### src/hw/rtl/cbsm_pkg.sv
// ----------------------------------------------------------------------------
// cbsm_pkg
// Shared types, codes and reset values of the circuit breaker core.
// ----------------------------------------------------------------------------
package cbsm_pkg;

  localparam int COUNT_BITS_DEF = 32;
  localparam int TIME_W         = 64;
  localparam int SPAN_W         = 48;
  localparam int THR_W          = 16;
  localparam int LIMIT_W        = 7;
  localparam int CFG_DATA_W     = 48;
  localparam int CFG_IDX_W      = 3;

  typedef enum logic [1:0] {
    ST_CLOSED = 2'd0,
    ST_OPEN   = 2'd1,
    ST_HALF   = 2'd2
  } brk_state_t;

  // event kinds carried on s_axis_tuser; the fourth code is ignored
  localparam logic [1:0] EV_REQUEST = 2'd0;
  localparam logic [1:0] EV_SUCCESS = 2'd1;
  localparam logic [1:0] EV_FAILURE = 2'd2;

  localparam logic [CFG_IDX_W-1:0] CFG_ERR_LIMIT   = 3'd0;
  localparam logic [CFG_IDX_W-1:0] CFG_SLEEP       = 3'd1;
  localparam logic [CFG_IDX_W-1:0] CFG_INTERVAL    = 3'd2;
  localparam logic [CFG_IDX_W-1:0] CFG_MIN_REQ     = 3'd3;
  localparam logic [CFG_IDX_W-1:0] CFG_SUCCESS_RUN = 3'd4;
  localparam logic [CFG_IDX_W-1:0] CFG_FAILURE_RUN = 3'd5;

  localparam logic [LIMIT_W-1:0] PCT_FULL          = 7'd100;
  localparam logic [LIMIT_W-1:0] RST_ERR_LIMIT     = 7'd50;
  localparam logic [SPAN_W-1:0]  RST_SLEEP         = 48'd5000000000;
  localparam logic [SPAN_W-1:0]  RST_INTERVAL      = 48'd1000000000;
  localparam logic [THR_W-1:0]   RST_MIN_REQ       = 16'd10;
  localparam logic [THR_W-1:0]   RST_SUCCESS_RUN   = 16'd3;
  localparam logic [THR_W-1:0]   RST_FAILURE_RUN   = 16'd5;

  typedef struct packed {
    logic       evaluate;     // window is evaluated and cleared
    logic       state_change; // evaluation moved the state
    brk_state_t eval_state;   // state after evaluation
    logic       go_half;      // sleep window passed, trial request
    logic       allow;
    brk_state_t final_state;
  } decide_t;

  // now strictly past base + span; an overflowing sum never passes
  function automatic logic past_deadline(input logic [TIME_W-1:0] now,
                                         input logic [TIME_W-1:0] base,
                                         input logic [SPAN_W-1:0] span);
    logic [TIME_W:0] sum;
    sum = {1'b0, base} + {{(TIME_W-SPAN_W+1){1'b0}}, span};
    return !sum[TIME_W] && (now > sum[TIME_W-1:0]);
  endfunction

endpackage

### src/hw/rtl/cbsm_decide.sv
// ----------------------------------------------------------------------------
// cbsm_decide
// Next-state decision for one request beat: window evaluation and sleep test.
// ----------------------------------------------------------------------------
module cbsm_decide #(
  parameter int COUNT_BITS = cbsm_pkg::COUNT_BITS_DEF
) (
  input  cbsm_pkg::brk_state_t              state,
  input  logic [cbsm_pkg::TIME_W-1:0]       now,
  input  logic [cbsm_pkg::TIME_W-1:0]       opened_time,
  input  logic [cbsm_pkg::TIME_W-1:0]       evaluated_time,
  input  logic [COUNT_BITS-1:0]             window_successes,
  input  logic [COUNT_BITS-1:0]             window_failures,
  input  logic [COUNT_BITS-1:0]             success_run,
  input  logic [COUNT_BITS-1:0]             failure_run,
  input  logic [cbsm_pkg::LIMIT_W-1:0]      error_percent_limit,
  input  logic [cbsm_pkg::SPAN_W-1:0]       sleep_window_ticks,
  input  logic [cbsm_pkg::SPAN_W-1:0]       eval_interval_ticks,
  input  logic [cbsm_pkg::THR_W-1:0]        min_requests_to_open,
  input  logic [cbsm_pkg::THR_W-1:0]        success_run_to_close,
  input  logic [cbsm_pkg::THR_W-1:0]        failure_run_to_open,
  output cbsm_pkg::decide_t                 decide
);

  localparam int PROD_W = COUNT_BITS + cbsm_pkg::LIMIT_W;
  localparam int CMP_W  = COUNT_BITS + cbsm_pkg::THR_W + 1;

  logic [COUNT_BITS:0]              total;
  logic [cbsm_pkg::LIMIT_W-1:0]     coef;
  logic [PROD_W-1:0]                fail_prod;
  logic [PROD_W-1:0]                succ_prod;
  logic                             rate_hit;
  logic                             enough;
  logic                             fail_run_over;
  logic                             succ_run_met;
  logic                             open_cond;
  logic                             close_cond;
  logic                             eval_due;
  logic                             sleep_past;

  assign total = {1'b0, window_successes} + {1'b0, window_failures};

  // failures*100 >= limit*total  <=>  failures*(100-limit) >= limit*successes
  assign coef      = cbsm_pkg::PCT_FULL - error_percent_limit;
  assign fail_prod = PROD_W'(window_failures) * PROD_W'(coef);
  assign succ_prod = PROD_W'(window_successes) * PROD_W'(error_percent_limit);
  assign rate_hit  = (error_percent_limit <= cbsm_pkg::PCT_FULL) &&
                     (fail_prod >= succ_prod);

  assign enough        = CMP_W'(total) >= CMP_W'(min_requests_to_open);
  assign fail_run_over = CMP_W'(failure_run) > CMP_W'(failure_run_to_open);
  assign succ_run_met  = CMP_W'(success_run) >= CMP_W'(success_run_to_close);

  assign open_cond  = (state == cbsm_pkg::ST_CLOSED) && (window_failures != '0) &&
                      enough && (rate_hit || fail_run_over);
  assign close_cond = (state == cbsm_pkg::ST_HALF) && (window_successes != '0) &&
                      succ_run_met;

  assign eval_due   = cbsm_pkg::past_deadline(now, evaluated_time, eval_interval_ticks);
  assign sleep_past = cbsm_pkg::past_deadline(now, opened_time, sleep_window_ticks);

  always_comb begin
    decide.evaluate     = eval_due && (total != '0);
    decide.state_change = decide.evaluate && (open_cond || close_cond);
    decide.eval_state   = state;
    if (decide.evaluate && open_cond) begin
      decide.eval_state = cbsm_pkg::ST_OPEN;
    end else if (decide.evaluate && close_cond) begin
      decide.eval_state = cbsm_pkg::ST_CLOSED;
    end
    // a fresh open restarts the sleep window at now, so it cannot pass yet
    decide.go_half     = (decide.eval_state != cbsm_pkg::ST_CLOSED) &&
                         !decide.state_change && sleep_past;
    decide.allow       = (decide.eval_state == cbsm_pkg::ST_CLOSED) || decide.go_half;
    decide.final_state = decide.go_half ? cbsm_pkg::ST_HALF : decide.eval_state;
  end

endmodule

### src/hw/rtl/circuit_breaker_state_machine_core.sv
// ----------------------------------------------------------------------------
// circuit_breaker_state_machine_core
// Three-state circuit breaker fed by request and outcome event beats.
// ----------------------------------------------------------------------------
// Path: a request beat goes through the input register, then the decision into the
//   result register; outcome beats give no result beat.
// Throughput: one event beat per cycle; a request beat stalls while the result slot is full.
// Reset (rst, synchronous): breaker closed, times and counters zero,
//   registers at their defaults, both stages empty.
module circuit_breaker_state_machine_core #(
  parameter int COUNT_BITS = cbsm_pkg::COUNT_BITS_DEF
) (
  input  logic                               clk,
  input  logic                               rst,
  input  logic                               s_axis_tvalid,
  output logic                               s_axis_tready,
  input  logic [63:0]                        s_axis_tdata,  // [63:0] now
  input  logic [1:0]                         s_axis_tuser,  // [1:0] mode
  output logic                               m_axis_tvalid,
  input  logic                               m_axis_tready,
  output logic [7:0]                         m_axis_tdata,  // [0] allowed, [2:1] breaker_state
  input  logic                               cfg_we,
  input  logic [cbsm_pkg::CFG_IDX_W-1:0]     cfg_index,
  input  logic [cbsm_pkg::CFG_DATA_W-1:0]    cfg_data
);

  localparam logic [COUNT_BITS-1:0] CNT_MAX = {COUNT_BITS{1'b1}};

  logic [cbsm_pkg::LIMIT_W-1:0]  error_percent_limit;
  logic [cbsm_pkg::SPAN_W-1:0]   sleep_window_ticks;
  logic [cbsm_pkg::SPAN_W-1:0]   eval_interval_ticks;
  logic [cbsm_pkg::THR_W-1:0]    min_requests_to_open;
  logic [cbsm_pkg::THR_W-1:0]    success_run_to_close;
  logic [cbsm_pkg::THR_W-1:0]    failure_run_to_open;

  logic                          in_valid;
  logic [1:0]                    in_mode;
  logic [cbsm_pkg::TIME_W-1:0]   in_now;

  cbsm_pkg::brk_state_t          state;
  logic [cbsm_pkg::TIME_W-1:0]   opened_time;
  logic [cbsm_pkg::TIME_W-1:0]   evaluated_time;
  logic [COUNT_BITS-1:0]         window_successes;
  logic [COUNT_BITS-1:0]         window_failures;
  logic [COUNT_BITS-1:0]         success_run;
  logic [COUNT_BITS-1:0]         failure_run;

  logic                          out_valid;
  logic                          out_allowed;
  cbsm_pkg::brk_state_t          out_state;

  logic                          out_free;
  logic                          is_request;
  logic                          proc;
  cbsm_pkg::decide_t             decide;

  // configuration registers
  always_ff @(posedge clk) begin
    if (rst) begin
      error_percent_limit  <= cbsm_pkg::RST_ERR_LIMIT;
      sleep_window_ticks   <= cbsm_pkg::RST_SLEEP;
      eval_interval_ticks  <= cbsm_pkg::RST_INTERVAL;
      min_requests_to_open <= cbsm_pkg::RST_MIN_REQ;
      success_run_to_close <= cbsm_pkg::RST_SUCCESS_RUN;
      failure_run_to_open  <= cbsm_pkg::RST_FAILURE_RUN;
    end else if (cfg_we) begin
      case (cfg_index)
        cbsm_pkg::CFG_ERR_LIMIT:   error_percent_limit  <= cfg_data[cbsm_pkg::LIMIT_W-1:0];
        cbsm_pkg::CFG_SLEEP:       sleep_window_ticks   <= cfg_data;
        cbsm_pkg::CFG_INTERVAL:    eval_interval_ticks  <= cfg_data;
        cbsm_pkg::CFG_MIN_REQ:     min_requests_to_open <= cfg_data[cbsm_pkg::THR_W-1:0];
        cbsm_pkg::CFG_SUCCESS_RUN: success_run_to_close <= cfg_data[cbsm_pkg::THR_W-1:0];
        cbsm_pkg::CFG_FAILURE_RUN: failure_run_to_open  <= cfg_data[cbsm_pkg::THR_W-1:0];
        default: ;
      endcase
    end
  end

  // handshake: only request beats need a free result slot
  assign out_free      = !out_valid || m_axis_tready;
  assign is_request    = (in_mode == cbsm_pkg::EV_REQUEST);
  assign proc          = in_valid && (!is_request || out_free);
  assign s_axis_tready = !in_valid || proc;

  always_ff @(posedge clk) begin
    if (rst) begin
      in_valid <= 1'b0;
    end else if (s_axis_tready) begin
      in_valid <= s_axis_tvalid;
    end
  end

  always_ff @(posedge clk) begin
    if (s_axis_tready && s_axis_tvalid) begin
      in_mode <= s_axis_tuser;
      in_now  <= s_axis_tdata;
    end
  end

  cbsm_decide #(
    .COUNT_BITS(COUNT_BITS)
  ) u_decide (
    .state               (state),
    .now                 (in_now),
    .opened_time         (opened_time),
    .evaluated_time      (evaluated_time),
    .window_successes    (window_successes),
    .window_failures     (window_failures),
    .success_run         (success_run),
    .failure_run         (failure_run),
    .error_percent_limit (error_percent_limit),
    .sleep_window_ticks  (sleep_window_ticks),
    .eval_interval_ticks (eval_interval_ticks),
    .min_requests_to_open(min_requests_to_open),
    .success_run_to_close(success_run_to_close),
    .failure_run_to_open (failure_run_to_open),
    .decide              (decide)
  );

  // breaker state and counters
  always_ff @(posedge clk) begin
    if (rst) begin
      state            <= cbsm_pkg::ST_CLOSED;
      opened_time      <= '0;
      evaluated_time   <= '0;
      window_successes <= '0;
      window_failures  <= '0;
      success_run      <= '0;
      failure_run      <= '0;
    end else if (proc) begin
      case (in_mode)
        cbsm_pkg::EV_SUCCESS: begin
          window_successes <= (window_successes == CNT_MAX) ? CNT_MAX
                                                            : window_successes + 1'b1;
          success_run      <= (success_run == CNT_MAX) ? CNT_MAX : success_run + 1'b1;
          failure_run      <= '0;
        end
        cbsm_pkg::EV_FAILURE: begin
          window_failures <= (window_failures == CNT_MAX) ? CNT_MAX
                                                          : window_failures + 1'b1;
          failure_run     <= (failure_run == CNT_MAX) ? CNT_MAX : failure_run + 1'b1;
          success_run     <= '0;
        end
        cbsm_pkg::EV_REQUEST: begin
          if (decide.evaluate) begin
            window_successes <= '0;
            window_failures  <= '0;
            evaluated_time   <= in_now;
          end
          if (decide.go_half) begin
            opened_time <= in_now;
          end else if (decide.state_change) begin
            opened_time <= (decide.eval_state == cbsm_pkg::ST_OPEN) ? in_now : '0;
          end
          state <= decide.final_state;
        end
        default: ;
      endcase
    end
  end

  // result register
  always_ff @(posedge clk) begin
    if (rst) begin
      out_valid <= 1'b0;
    end else if (proc && is_request) begin
      out_valid <= 1'b1;
    end else if (m_axis_tready) begin
      out_valid <= 1'b0;
    end
  end

  always_ff @(posedge clk) begin
    if (proc && is_request) begin
      out_allowed <= decide.allow;
      out_state   <= decide.final_state;
    end
  end

  assign m_axis_tvalid = out_valid;
  assign m_axis_tdata  = {5'b0, out_state, out_allowed};

  // a denied request never reports a closed breaker
  a_deny_not_closed: assert property (@(posedge clk) disable iff (rst)
    m_axis_tvalid |-> (out_allowed || out_state != cbsm_pkg::ST_CLOSED))
    else $error("denied beat with closed state");

  // a closed breaker always holds a cleared open time
  a_closed_time_zero: assert property (@(posedge clk) disable iff (rst)
    (state == cbsm_pkg::ST_CLOSED) |-> (opened_time == '0))
    else $error("closed breaker with nonzero open time");

  // closed never goes straight to half-open
  a_no_closed_to_half: assert property (@(posedge clk) disable iff (rst)
    (state == cbsm_pkg::ST_CLOSED) |=> (state != cbsm_pkg::ST_HALF))
    else $error("closed to half-open in one step");

  // an outcome beat leaves its own window count nonzero and clears the other run
  a_success_update: assert property (@(posedge clk) disable iff (rst)
    (proc && in_mode == cbsm_pkg::EV_SUCCESS) |=>
      (window_successes != '0 && failure_run == '0))
    else $error("success beat not counted");

  a_failure_update: assert property (@(posedge clk) disable iff (rst)
    (proc && in_mode == cbsm_pkg::EV_FAILURE) |=>
      (window_failures != '0 && success_run == '0))
    else $error("failure beat not counted");

endmodule
### config.mk
export PLATFORM = sky130hd
export DESIGN_NAME = circuit_breaker_state_machine_core
export DESIGN_NICKNAME = d
export VERILOG_FILES = /design/src/hw/rtl/cbsm_pkg.sv /design/src/hw/rtl/cbsm_decide.sv /design/src/hw/rtl/circuit_breaker_state_machine_core.sv
export SDC_FILE = /design/constraint.sdc
export NUM_CORES = 2
export LEC_CHECK = 0
export ABC_AREA = 1
export BUFFER_PORTS_ARGS = -buffer_cell sky130_fd_sc_hd__buf_2
export CAP_MARGIN = 10
export CORE_AREA = 8 8 339 258
export DETAILED_ROUTE_END_ITERATION = 16
export DIE_AREA = 0 0 347 266
export PLACE_DENSITY_LB_ADDON = 0.3
export RECOVER_POWER = 100
export SYNTH_ARGS = -nofsm -noshare
export SYNTH_HDL_FRONTEND = slang
export SYNTH_SLANG_ARGS = --single-unit
### constraint.sdc
create_clock -name clk -period 7.85 [get_ports clk]
set_input_delay 0.3925 -clock clk [delete_from_list [all_inputs] [get_ports clk]]
set_output_delay 0.3925 -clock clk [all_outputs]
set_load 0.05 [all_outputs]
==> metrics.yaml <==
hold_path:
  hp-class: "in2reg"
  hold_depth: 3
die:
  rows: 91
  die_w_um: 347
  fp.coreArea_mm2: 0.08175
  die_area_mm2: 0.09230
  die_h_um: 266
  start_util_pct: 58.60
  num_io_pins: 132
detailed_routing:
  routed_via_density: 5.883
  vias: 49480
  post-route-drc-count: 0
  drt_iter0_drc: 6806
  final_antenna_net_count: 0
  drt-pass1-iter-count: 8
  wl_per_cell_um: 20.40
  drt-total-wl_um: 171600
place:
  globalplace.congestion: 1.058
  place_inst: 8193
  io_buffer_count: 126
  dpl.hpwl_um: 130600
global_route:
  grt_first_pass_wirelength_um: 257200
  grtUsageTotal_pct: 34.99
  antenna_found_initial: 6
  grt_max_degree: 89
  grt_pass1_vias: 44790
  overflow: 0
layout:
  fin_util_pct: 68.19
  multi_input_area_mm2: 0.03367
  fin_cells: 8410
  fill_cells: 7042
  seq_area_mm2: 0.01030
  syn_to_final_growth_pct: 16.37
  final_layout_size_suffix_gt1_share_pct: 11.49
  most-common-layout-cells: "nand2_1, inv_1, nor2_1, a21oi_1, ha_1"
  fin_nets: 8190
  final_common_cell: "nand2_1"
timing:
  hold_viol_final: 0
  fin_crit_ns: 8.163
  worst_slew_pin_slew_ns: 2.507
  finalCritPeriodShare_pct: 104.0
  clock.fmax_mhz: 122.5
  finalWorstSetupSlack_ns: -0.3135
  final-setup-viol-count: 64
  setup_tns_ns: -14.01
  rsz0062_at_grt: "yes"
  timing.slew.headroom_pct: -67.14
  finalMaxSlewViolations: 47
  finClkSkew_ns: 0.02778
critical_path:
  cp-start-kind: "register"
  crit_type: "reg2reg"
  worstPathArrival_ns: 8.71
  cpMaxStageDelayCell: "fa_1"
  crit_required_ns: 8.40
  crit_top_cell: "nand2_2"
  cp_max_fo: 8
  cp-end-kind: "register"
  cp_slowest_stage_delay_ns: 0.54
  r2r_cells: 51
synth:
  synth_cells: 6928
  synth-async-reset-ratio_pct: 0
  synth_area_per_cell_um2: 6.915
  synth_area_mm2: 0.04791
  muxShareOfSynthArea_pct: 0
  synth_top_family_by_area: "simple AND/OR/NAND/NOR gates"
  ys_warn_count: 0
  yosysSeqAreaShare_pct: 21.50
  synth_compound_area_share_pct: 13.44
  ys_ff_latch: 480
  yosys_most_used_dff: "dfxtp_1"
  synth_xor_area_share_pct: 4.552
  synthAdderAreaFrac_pct: 24.78
  yosysUniqueCellTypes: 59
  synth_edf_count: 69
  synthSimpleGateAreaFrac_pct: 25.34
power_and_ir_drop:
  p_per_area_mw_per_mm2: 109.7
  irDropWorstVdd_uv: 210.8
  power.leakage_nw: 27.21
clock_network:
  cts_buffers: 48
  root_buffer: "clkbuf_16"
  cts_tree: "built"
  max-clock-path-buffers: 3
  clk_pin_slew_ns: 0.07
  htreeDepth: 2
  cts_sinks: 480
  clk_latency_ns: 0.63
run_status:
  violations: "capacitance limit, slew limit, setup timing"
  status: "finished with violations"
run:
  maxCapViolCount: 1
[sequential cells by signal, indices dropped and copies added (netlist names)]
| name | flops |
|---|---|
| in_now | 64 |
| failure_run | 32 |
| sleep_window_ticks | 48 |
| in_mode | 2 |
| min_requests_to_open | 16 |
| m_axis_tvalid | 1 |
| state | 2 |
| eval_interval_ticks | 48 |
| success_run | 32 |
| evaluated_time | 64 |
| success_run_to_close | 16 |
| out_state | 2 |
| window_failures | 32 |
| in_valid | 1 |
| window_successes | 32 |
| failure_run_to_open | 16 |
| out_allowed | 1 |
| error_percent_limit | 7 |
| opened_time | 64 |
[cell usage after synthesis, drive strengths merged (4+ instances only)]
library cell	count	area share [%]
o2111ai	6	0.11
nor3	92	1.0
fa	301	13
o221ai	7	0.13
inv	1023	8.0
a31oi	48	0.63
xor2	143	2.6
a211oi	20	0.31
nor2	767	6.1
clkinv	9	0.071
buf	67	0.80
ha	467	12
or2	8	0.10
o21a	19	0.30
nand3b	13	0.20
clkbuf	191	1.5
nand3	349	3.7
nor4	42	0.55
o21ai	381	4.0
nand2	1569	12
xnor2	106	1.9
and2	6	0.081
nand4	85	1.1
a21oi	641	6.7
o211ai	25	0.39
a21o	12	0.19
a21boi	14	0.23
o31ai	12	0.19
a221oi	4	0.073
edfxtp	69	4.3
o21bai	4	0.063
nor3b	4	0.063
dfxtp	411	17
[stage by stage]
stage	hold WS (ns)	setup slack, ns	power (mW)	instance area (um^2)
2_1_floorplan	0.4353	0.02174	3.112	47920
3_3_place_gp	0.4476	-0.2852	3.401	51470
3_5_place_dp	0.4540	-0.4594	3.416	51470
4_1_cts	0.00009071	-0.04315	6.051	54890
5_1_grt	0.01977	-0.5569	6.286	55740
6_report	0.01998	-0.3135	6.113	55750
[cell families after synthesis]
group | count (synthesis)
AO/OA/AOI/OAI | 1200
XOR/XNOR | 249
adder cells (fa/ha/maj) | 768
buffers and inverters | 1290
flip-flops | 480
other | 1
AND/OR/NAND/NOR | 2940
[area by class of cell]
cell class / instances / share of cell area (%)
diodes: 1 / 0.004489
clock buffers: 56 / 2.321
inverters: 1032 / 6.973
well taps: 1069 / 2.399
flip-flops and latches: 480 / 18.49
multi-input cells: 5162 / 60.39
repair buffers: 576 / 8.668
clock inverters: 34 / 0.7564
[power by group]
part | leakage (nW) | internal, mW | switching, mW
sequential | 4.00 | 2.55 | 0.0690
combinational | 22.4 | 0.328 | 0.577
clock | 0.830 | 1.48 | 1.10
total | 27.2 | 4.36 | 1.75
[worst paths after layout]
| check | from | endpoint | slack, ns |
|---|---|---|---|
| max | error_percent_limit[1] | opened_time[58] | -0.31 |
| min | cfg_data[20] | eval_interval_ticks[20] | 0.02 |
| max reg2reg | error_percent_limit[1] | opened_time[58] | -0.31 |
| min reg2reg | failure_run_to_open[3] | failure_run_to_open[3] | 0.47 |
[metal layers]
metal,up-vias,routed length (um),global-route usage [%]
met4,2,3455,6.568
met1,23170,77270,55.43
met3,261,26500,10.84
li1,23070,-,-
met2,2976,64280,45.53
met5,-,85,0.6799
[worst max-delay path, delay by kind of cell, from the launching register on]
family,cells,cell delay [ns]
xor gates and xnor gates,1,0.16
adders and majority gates,6,2.58
buffers and inverters,11,1.32
DFF,1,0.32
and+or+nand+nor,21,2.17
AOI/OAI and AO/OA,12,1.48
[what timing repair did]
item / CTS / global route
buffers inserted: 20 / 19
hold buffers: 73 / 0
pin swaps: 59 / 116
setup endpoints to repair: 69 / 71
gates cloned: 8 / 11
gates resized for setup: 150 / 148
endpoints found under the hold margin: 73 / 0
Note: power is estimated with default switching activity, not from simulation.
